## src/rtl/pfb_pkg.sv

```systemverilog
package pfb_pkg;

  typedef struct packed {
    logic [15:0] sequence_number;
    logic [31:0] ping_nonce;
  } ping_t;

  typedef struct packed {
    logic [7:0] frame_byte;
    logic       frame_end;
  } tx_t;

  typedef struct packed {
    ping_t       item;
    logic [15:0] crc;
  } stage_t;

  typedef enum logic [7:0] {
    REG_START_FIRST  = 8'd0,
    REG_START_SECOND = 8'd1,
    REG_VERSION      = 8'd2,
    REG_TYPE         = 8'd3
  } cfg_reg_t;

  localparam int          FRAME_LEN   = 14;
  localparam int          CRC_STAGES  = 5;
  localparam logic [3:0]  LAST_IDX    = 4'(FRAME_LEN - 1);
  localparam logic [15:0] CRC_INIT    = 16'hFFFF;
  localparam logic [15:0] CRC_POLY    = 16'hA001;
  localparam logic [15:0] PAYLOAD_LEN = 16'd4;

  // reflected crc of one byte from zero, acts as a 256 entry table
  function automatic logic [15:0] crc_tab(input logic [7:0] idx);
    logic [15:0] c;
    c = {8'h00, idx};
    for (int k = 0; k < 8; k++) begin
      c = c[0] ? ((c >> 1) ^ CRC_POLY) : (c >> 1);
    end
    return c;
  endfunction

  function automatic logic [15:0] crc_byte(input logic [15:0] crc, input logic [7:0] b);
    return {8'h00, crc[15:8]} ^ crc_tab(crc[7:0] ^ b);
  endfunction

endpackage

```

## src/rtl/pfb_crc_stage.sv

```systemverilog
module pfb_crc_stage (
  input  logic            clk,
  input  logic            rst,
  input  logic            up_valid,
  output logic            up_stall,
  input  pfb_pkg::stage_t up,
  input  logic [7:0]      byte_first,
  input  logic [7:0]      byte_second,
  output logic            dn_valid,
  input  logic            dn_stall,
  output pfb_pkg::stage_t dn
);
  import pfb_pkg::*;

  logic        valid;
  stage_t      data;
  logic [15:0] crc_mid;
  stage_t      data_next;

  assign up_stall = valid && dn_stall;
  assign dn_valid = valid;
  assign dn       = data;

  always_comb begin
    crc_mid        = crc_byte(up.crc, byte_first);
    data_next.item = up.item;
    data_next.crc  = crc_byte(crc_mid, byte_second);
  end

  always_ff @(posedge clk) begin
    if (rst) begin
      valid <= 1'b0;
    end else if (!up_stall) begin
      valid <= up_valid;
    end
  end

  always_ff @(posedge clk) begin
    if (!up_stall && up_valid) begin
      data <= data_next;
    end
  end

endmodule

```

## src/rtl/ping_frame_builder_crc16.sv

```systemverilog
// channel | dir | handshake             | beat
// ping    | in  | ping_valid/ping_stall | sequence number and nonce
// tx      | out | tx_valid/tx_stall     | one frame byte, end flag on the last
// cfg     | in  | cfg_valid/cfg_ready   | register index and write data
//
// each ping beat gives 14 tx beats, one per cycle while tx is not stalled
// the byte serializer sets the rate: it loads the next frame as the last byte of the current one is taken
// the first byte passes through the 5 crc stages and the serializer register before it appears
// synchronous rst clears valid bits, cfg registers and serializer state, cfg_ready is always high
// stalls on tx back up through the crc stages without losing a beat
module ping_frame_builder_crc16 (
  input  logic           clk,
  input  logic           rst,
  input  logic           ping_valid,
  output logic           ping_stall,
  input  pfb_pkg::ping_t ping,
  output logic           tx_valid,
  input  logic           tx_stall,
  output pfb_pkg::tx_t   tx,
  input  logic           cfg_valid,
  output logic           cfg_ready,
  input  logic [7:0]     cfg_index,
  input  logic [7:0]     cfg_data
);
  import pfb_pkg::*;

  logic [7:0] start_first;
  logic [7:0] start_second;
  logic [7:0] version;
  logic [7:0] type_code;

  logic [CRC_STAGES:0] sv;
  logic [CRC_STAGES:0] sst;
  stage_t              sd [CRC_STAGES+1];
  logic [7:0]          b_first  [CRC_STAGES];
  logic [7:0]          b_second [CRC_STAGES];

  logic        busy;
  logic [3:0]  idx;
  ping_t       fr_item;
  logic [15:0] fr_crc;
  logic        tx_take;
  logic        ser_load;

  assign cfg_ready = 1'b1;

  always_ff @(posedge clk) begin
    if (rst) begin
      start_first  <= 8'h00;
      start_second <= 8'h00;
      version      <= 8'h00;
      type_code    <= 8'h00;
    end else if (cfg_valid && cfg_ready) begin
      unique case (cfg_index)
        REG_START_FIRST:  start_first  <= cfg_data;
        REG_START_SECOND: start_second <= cfg_data;
        REG_VERSION:      version      <= cfg_data;
        REG_TYPE:         type_code    <= cfg_data;
        default:          ;
      endcase
    end
  end

  assign sv[0]      = ping_valid;
  assign sd[0]      = '{item: ping, crc: CRC_INIT};
  assign ping_stall = sst[0];

  // two crc bytes per stage
  always_comb begin
    b_first[0]  = version;
    b_second[0] = type_code;
    b_first[1]  = sd[1].item.sequence_number[7:0];
    b_second[1] = sd[1].item.sequence_number[15:8];
    b_first[2]  = PAYLOAD_LEN[7:0];
    b_second[2] = PAYLOAD_LEN[15:8];
    b_first[3]  = sd[3].item.ping_nonce[7:0];
    b_second[3] = sd[3].item.ping_nonce[15:8];
    b_first[4]  = sd[4].item.ping_nonce[23:16];
    b_second[4] = sd[4].item.ping_nonce[31:24];
  end

  for (genvar g = 0; g < CRC_STAGES; g++) begin : g_stage
    pfb_crc_stage u_stage (
      .clk         (clk),
      .rst         (rst),
      .up_valid    (sv[g]),
      .up_stall    (sst[g]),
      .up          (sd[g]),
      .byte_first  (b_first[g]),
      .byte_second (b_second[g]),
      .dn_valid    (sv[g+1]),
      .dn_stall    (sst[g+1]),
      .dn          (sd[g+1])
    );
  end

  // byte serializer
  assign tx_take  = busy && !tx_stall;
  assign ser_load = !busy || (tx_take && (idx == LAST_IDX));
  assign sst[CRC_STAGES] = !ser_load;
  assign tx_valid = busy;

  always_ff @(posedge clk) begin
    if (rst) begin
      busy <= 1'b0;
      idx  <= 4'd0;
    end else if (ser_load) begin
      busy <= sv[CRC_STAGES];
      idx  <= 4'd0;
    end else if (tx_take) begin
      idx <= idx + 4'd1;
    end
  end

  always_ff @(posedge clk) begin
    if (ser_load && sv[CRC_STAGES]) begin
      fr_item <= sd[CRC_STAGES].item;
      fr_crc  <= sd[CRC_STAGES].crc;
    end
  end

  always_comb begin
    tx.frame_end = (idx == LAST_IDX);
    unique case (idx)
      4'd0:    tx.frame_byte = start_first;
      4'd1:    tx.frame_byte = start_second;
      4'd2:    tx.frame_byte = version;
      4'd3:    tx.frame_byte = type_code;
      4'd4:    tx.frame_byte = fr_item.sequence_number[7:0];
      4'd5:    tx.frame_byte = fr_item.sequence_number[15:8];
      4'd6:    tx.frame_byte = PAYLOAD_LEN[7:0];
      4'd7:    tx.frame_byte = PAYLOAD_LEN[15:8];
      4'd8:    tx.frame_byte = fr_item.ping_nonce[7:0];
      4'd9:    tx.frame_byte = fr_item.ping_nonce[15:8];
      4'd10:   tx.frame_byte = fr_item.ping_nonce[23:16];
      4'd11:   tx.frame_byte = fr_item.ping_nonce[31:24];
      4'd12:   tx.frame_byte = fr_crc[7:0];
      default: tx.frame_byte = fr_crc[15:8];
    endcase
  end

endmodule

```

## config.mk

```make
export PLATFORM = sky130hd
export DESIGN_NAME = ping_frame_builder_crc16
export DESIGN_NICKNAME = d
export VERILOG_FILES = /design/src/rtl/pfb_pkg.sv /design/src/rtl/pfb_crc_stage.sv /design/src/rtl/ping_frame_builder_crc16.sv
export SDC_FILE = /design/constraint.sdc
export NUM_CORES = 1
export LEC_CHECK = 0
export BUFFER_PORTS_ARGS = -buffer_cell sky130_fd_sc_hd__buf_2
export CORE_MARGIN = 4
export CORE_UTILIZATION = 65
export DETAILED_ROUTE_END_ITERATION = 7
export GPL_ROUTABILITY_DRIVEN = 0
export PLACE_DENSITY = 0.84
export SLEW_MARGIN = 30
export SYNTH_ARGS = -nofsm -noshare
export SYNTH_HDL_FRONTEND = slang
export SYNTH_HIERARCHICAL = 1
export SYNTH_SLANG_ARGS = --single-unit
export TNS_END_PERCENT = 5
```

## constraint.sdc

```tcl
create_clock -name clk -period 15.43 [get_ports clk]
set_input_delay 1.543 -clock clk [delete_from_list [all_inputs] [get_ports clk]]
set_output_delay 1.543 -clock clk [all_outputs]
set_load 0.01 [all_outputs]
```

==> summary.txt, run 1 <==
Synth
  – Synth Instances: 894
  – Synth Area per Inst: 18.03 um2
  – Post-synth EDFFs: 384
  – Cell Area, Synth: 16,120 um2
  – Synth top area cells: edfxtp_1 72%, xnor2_1 7.4%, dfxtp_1 5.2%
  – Post-synth top cells: 384 x edfxtp_1, 136 x xnor2_1, 55 x nor2_1, 52 x xor2_1, 42 x dfxtp_1
  – Post-synthesis sequential area ratio: 76.76%
  – Synth cell types: 49
  – Ys async rst share: 0%
  – Main flop type after synthesis: edfxtp_1
  – Count leader, synth: edfxtp_1
  – Ys Warns: 6
  – Yosys reg bits: 426
  – Yosys top cell area share: 71.54%
  – Area leader, netlist: edfxtp_1

Critical path
  – Crit path required time: 13.89 ns
  – Critical setup path kind: register to primary output
  – Crit Path Max Fanout: 26
  – Worst Setup End Kind: primary output
  – CP arrival: 3.88 ns
  – R2r worst-path depth: 12
  – CP Launch Type: register

Timing
  – Clk_skew: 0.02704 ns
  – Fmax: 184.3 MHz
  – Setup TNS: 0 ns
  – RSZ-0062 raised after global routing: no
  – Final hold violations: 0
  – Fin crit share: 35.16%
  – Least-Margin Pin Slew: 1.005 ns
  – Slew HR: 32.97%
  – Tmin final: 5.425 ns
  – Min Hold Slack: 0.3973 ns
  – Setup violators final: 0
  – Slew Limit Fails: 0

Pwr
  – Total Power: 2709 uW
  – Peak supply drop: 101.9 uV
  – Lkg Pwr: 0.006427 uW
  – P per Cell Area: 148.3 nW/um2

Route
  – Routed Antenna Nets: 0
  – DRT Pass-1 Iters: 6
  – Final WL: 28.08 mm
  – DR DRC count: 0
  – Via count: 7,586
  – DRT iter0 DRCs: 708
  – Drt via density: 5.489
  – Drt wl/cell: 20.32 um

CTS
  – Cts hold-fix bufs: 0
  – Root buffer cell: clkbuf_16
  – H-tree levels: 2
  – CTS Buf Count: 41
  – Skew-Pair Late Insertion Delay: 0.54 ns
  – Clock Sinks: 426
  – Clock transition at path regs: 0.06 ns
  – Post-CTS Resized: 0
  – TritonCTS clock tree: built
  – Clock tree buffer depth: 3
  – Post-CTS Setup Inserts: 0

Flow run
  – Max cap viols: 0

Worst hold path
  – Hold Crit Class: register to register
  – Worst Hold Path Cells: 0

Run status
  – Outcome: finished clean

Global routing
  – Largest net degree at the start of global routing: 65
  – First-pass GRT wire length: 42.41 mm
  – Total global routing track utilization: 21.03%
  – Vias in the first global route: 7,706
  – Grt total ovfl: 0
  – Antenna violations before repair: 0

Cells and area
  – Layout Cells excl Fill: 1,382
  – Filler Cells Inserted: 1,384
  – Final net count: 1,101
  – Util after Layout: 74.88%
  – Antenna Cells: 0
  – Share of cells above drive strength 1: 16.73%
  – P&R area growth vs syn: 13.32%

Floorplan
  – Starting density of the core: 66.08%
  – Core area: 24,390 um2
  – Die area: 27,380 um2
  – Ports: 81
  – Die W: 165.5 um
  – Cell Rows: 57
  – Die height: 165.5 um

Place
  – Port buffer count: 79
  – Inst Count DP: 1,309
  – Detail Placement HPWL: 18.29 mm
## stage by stage
step                setup WS, ns  cell area (um2)
global placement           10.47            16990
detailed placement         10.44            16990
CTS                        10.01            18260
finish                     10.00            18270
global route               9.760            18270
floorplan                  9.359            16230
## cells in the final DEF, fill, tap and decap left out, drive strengths merged, types with 10 or more instances in the layout
| master | n |
|---|---|
| a21oi | 12 |
| a22oi | 20 |
| buf | 86 |
| clkbuf | 47 |
| clkinv | 21 |
| conb | 33 |
| dfxtp | 42 |
| edfxtp | 384 |
| inv | 14 |
| mux2i | 34 |
| nand2 | 10 |
| nand3 | 11 |
| nor2 | 55 |
| xnor2 | 146 |
| xor2 | 57 |
## cell families (layout without fill, tap and decap cells)
group / after synthesis / in the layout / synth area share [%]
muxes: 38 / 38 / 2.391
adders and majority gates: 4 / 4 / 0.3105
AOI/OAI and AO/OA: 70 / 70 / 3.043
buffers and inverters: 39 / 172 / 1.188
and+or+nand+nor: 102 / 102 / 3.097
xor gates and xnor gates: 213 / 213 / 13.17
other: 2 / 33 / 0.04659
DFF: 426 / 426 / 76.76
## layout make-up
cell class	instances	area, um2	area share [%]
sequential	426	12370	67.74
multi-input combinational	460	3719	20.36
clock buffer	47	1091	5.973
timing repair buffer	86	447.9	2.452
tap	324	405.4	2.219
clock inverter	26	180.2	0.9864
inverter	13	48.80	0.2672
## final timing paths
path | startpoint | to | slack [ns]
worst min register to register | g_stage[3].u_stage/dn[19] | g_stage[4].u_stage/dn[19] | 0.40
worst max register to register | idx[1] | g_stage[0].u_stage/dn[41] | 11.01
worst min-delay path | g_stage[3].u_stage/dn[19] | g_stage[4].u_stage/dn[19] | 0.40
worst max-delay path | idx[1] | ping_stall | 10.00
## sequential cells by signal, indices dropped and copies added, names as in the netlist
name and flops:
start_first 8, fr_item 48, idx 4, start_second 8, type_code 8, g_stage.u_stage/dn_valid 5
g_stage.u_stage/dn 320, tx_valid 1, fr_crc 16, version 8
## report_power, final
part	internal (uW)	switching (uW)
Combinational	207	202
Clock	540	398
Sequential	1340	18.7
Total	2090	618
## worst max-delay path, stage by stage, from the launching register on
cell and delay (ns):
dfxtp_1 0.35, inv_1 0.11, ha_1 0.83, nand3_1 0.20, o21ai_0 0.41, inv_1 0.16, and2_1 0.24, and2_1 0.22
and2_1 0.22, and2_1 0.22, and2_1 0.23, buf_2 0.17
## per-layer routing
metal  vias up  global-route usage (%)  wire length [um]
li1       3529                       -                 -
met1      3711                   29.11             11500
met2       290                   34.28             13970
met3        56                   3.797              1894
met4         0                   7.462               719
met5         -                       0                 0
Note: power is estimated with default switching activity, not from simulation.
==> inputs of run 2 (changes only) <==
--- a/config.mk
+++ b/config.mk
@@ -7,10 +7,10 @@
 export LEC_CHECK = 0
 export BUFFER_PORTS_ARGS = -buffer_cell sky130_fd_sc_hd__buf_2
 export CORE_MARGIN = 4
-export CORE_UTILIZATION = 65
+export CORE_UTILIZATION = 55
 export DETAILED_ROUTE_END_ITERATION = 7
 export GPL_ROUTABILITY_DRIVEN = 0
-export PLACE_DENSITY = 0.84
+export PLACE_DENSITY = 0.76
 export SLEW_MARGIN = 30
 export SYNTH_ARGS = -nofsm -noshare
 export SYNTH_HDL_FRONTEND = slang
==> constraint.sdc (replaced) <==
create_clock -name clk -period 4.9 [get_ports clk]
set_input_delay 0.49 -clock clk [delete_from_list [all_inputs] [get_ports clk]]
set_output_delay 0.49 -clock clk [all_outputs]
set_load 0.01 [all_outputs]
==> run 2 against run 1 <==
Net effect:
- combinational power increased to 3.1 times the previous value
- cell area grew 1.5%
- count of clock-buffer cells in the layout rose by 6
- highest routed layer unchanged
- register-to-register slack got worse by 9.4 ns
- first-iteration DRC count decreased by 12%
- sequential share of layout area decreased by 0.99 points
- die area is 17% higher
- total power grew to 3.3 times the previous value
- clock skew is 0.0094 ns lower
==> summary.txt, run 2 (same netlist as run 1, synthesis figures left out) <==
Run status
  – Outcome: finished clean

Global routing
  – Largest net degree at the start of global routing: 65
  – Vias in the first global route: 7,584
  – Grt total ovfl: 0
  – Total global routing track utilization: 17.88%
  – Antenna violations before repair: 0
  – First-pass GRT wire length: 42.61 mm

Cells and area
  – Commonest non-fill, non-tap cell in the layout: edfxtp_1
  – Share of cells above drive strength 1: 16.68%
  – Layout Cells excl Fill: 1,445
  – Final net count: 1,103
  – Antenna Cells: 0
  – P&R area growth vs syn: 15.00%
  – Max FFs per register: 320
  – Multi-input gate area: 3719 um2
  – Storage cell area: 12,370 um2
  – Filler Cells Inserted: 1,897
  – Most frequent cells in the layout: 384 x edfxtp_1, 136 x xnor2_1, 79 x buf_2, 54 x nor2_1, 52 x xor2_1

Route
  – WL met2: 13.74 mm
  – Final WL: 28.17 mm
  – DR DRC count: 0
  – Drt via density: 5.214
  – Via count: 7,534
  – Top sig layer: met4
  – Drt wl/cell: 19.49 um
  – WL met3: 1.609 mm
  – Met1 wire length: 11.96 mm
  – DRT Pass-1 Iters: 5
  – DRT iter0 DRCs: 622
  – Routed Antenna Nets: 0

Floorplan
  – Starting density of the core: 56.00%
  – Die area: 32,110 um2
  – Cell Rows: 62
  – Die height: 179.2 um
  – Die W: 179.2 um
  – Core area: 28,780 um2
  – Ports: 81

Critical path
  – CP Launch Type: register
  – R2R Path End: g_stage[0].u_stage/dn[32]
  – Crit path launch: idx[3]
  – Reg2Reg Setup Slack: 1.57 ns
  – Crit Path Max Fanout: 42
  – Worst r2r src: idx[3]
  – Critical setup path kind: register to primary output
  – Worst Setup End Kind: primary output
  – Crit path required time: 4.41 ns
  – CP arrival: 3.16 ns
  – R2r worst-path depth: 11

CTS
  – Post-CTS Setup Inserts: 0
  – Post-CTS Resized: 0
  – Clock Sinks: 426
  – CTS Buf Count: 42
  – Cts hold-fix bufs: 0
  – Clock transition at path regs: 0.06 ns
  – Skew-Pair Late Insertion Delay: 0.53 ns
  – TritonCTS clock tree: built
  – Clock tree buffer depth: 3
  – Root buffer cell: clkbuf_16
  – H-tree levels: 2

Pwr
  – Peak supply drop: 265.6 uV
  – Lkg Pwr: 0.006503 uW
  – P per Cell Area: 475.6 nW/um2

Timing
  – Slew HR: 40.26%
  – Setup violators final: 0
  – Slew Limit Fails: 0
  – Clk_skew: 0.01767 ns
  – Least-Margin Pin Slew: 0.8942 ns
  – Final hold violations: 0
  – Fmax: 273.7 MHz
  – RSZ-0062 raised after global routing: no
  – Tmin final: 3.653 ns
  – Fin crit share: 74.56%
  – Min Hold Slack: 0.1291 ns

Worst hold path
  – Hold Crit Class: primary input to register
  – Hold path endpoint: g_stage[0].u_stage/dn[40]
  – Hold_sp: ping[24]
  – Worst Hold Path Cells: 1

Flow run
  – Max cap viols: 0

Place
  – Port buffer count: 79
  – Inst Count DP: 1,370
  – Detail Placement HPWL: 18.89 mm
==> run 2: changes by cell type in the layout (fill, tap and decap cells not counted), sizes merged <==
cell | before | now
clkbuf | 47 | 53
inv | 14 | 13
clkinv | 21 | 14
buf | 86 | 87
bufinv | 2 | 6
==> run 2: critical path: stages (launching register included) <==
cell and delay (ns):
dfxtp_1 0.31, buf_4 0.36, nand3_1 0.15, o21ai_0 0.34, inv_1 0.15, and2_1 0.25, and2_1 0.23, and2_1 0.23
and2_1 0.23, and2_1 0.22, buf_2 0.16
==> run 2: metal layers <==
layer  vias to the layer above  global-route usage [%]
li1                       3539                       -
met1                      3709                   24.80
met2                       226                   28.62
met3                        60                   3.332
met4                         0                   6.696
met5                         -                       0
==> run 2: worst max path at each step <==
stage,to,slack (ns),cells past startpoint
after global placement,g_stage[0].u_stage/dn[33],1.38,10
after detailed placement,g_stage[0].u_stage/dn[42],1.32,10
after CTS,ping_stall,0.95,9
after floorplan,g_stage[1].u_stage/dn[0],-0.17,10
final,ping_stall,1.25,10
after global routing,ping_stall,1.03,10
==> run 2: stage by stage <==
stage | setup WS, ns | setup TNS, ns | power, uW | util (%) | instance area, um2
after floorplan | -0.1748 | -11.69 | 5373 | - | 16240
after global placement | 1.384 | 0 | 5615 | 59.49 | 17120
after detailed placement | 1.320 | 0 | 5655 | 59.49 | 17120
after CTS | 0.9526 | 0 | 8910 | 64.39 | 18530
after global routing | 1.032 | 0 | 9171 | 64.40 | 18540
final | 1.247 | 0 | 8816 | 64.40 | 18540
==> run 2: where the power goes <==
part	total (uW)	internal (uW)	leakage [uW]	switching [uW]
clock network	3250	1980	0.000685	1270
registers	4290	4230	0.00389	61.8
logic	1280	655	0.00193	620
==> run 2: layout make-up <==
type,instances,area share (%)
clock buffers,53,6.237
clock inverters,22,1.364
inverters,13,0.2633
multi-input cells,460,20.06
flip-flops and latches,426,66.75
well taps,384,2.592
repair buffers,87,2.727
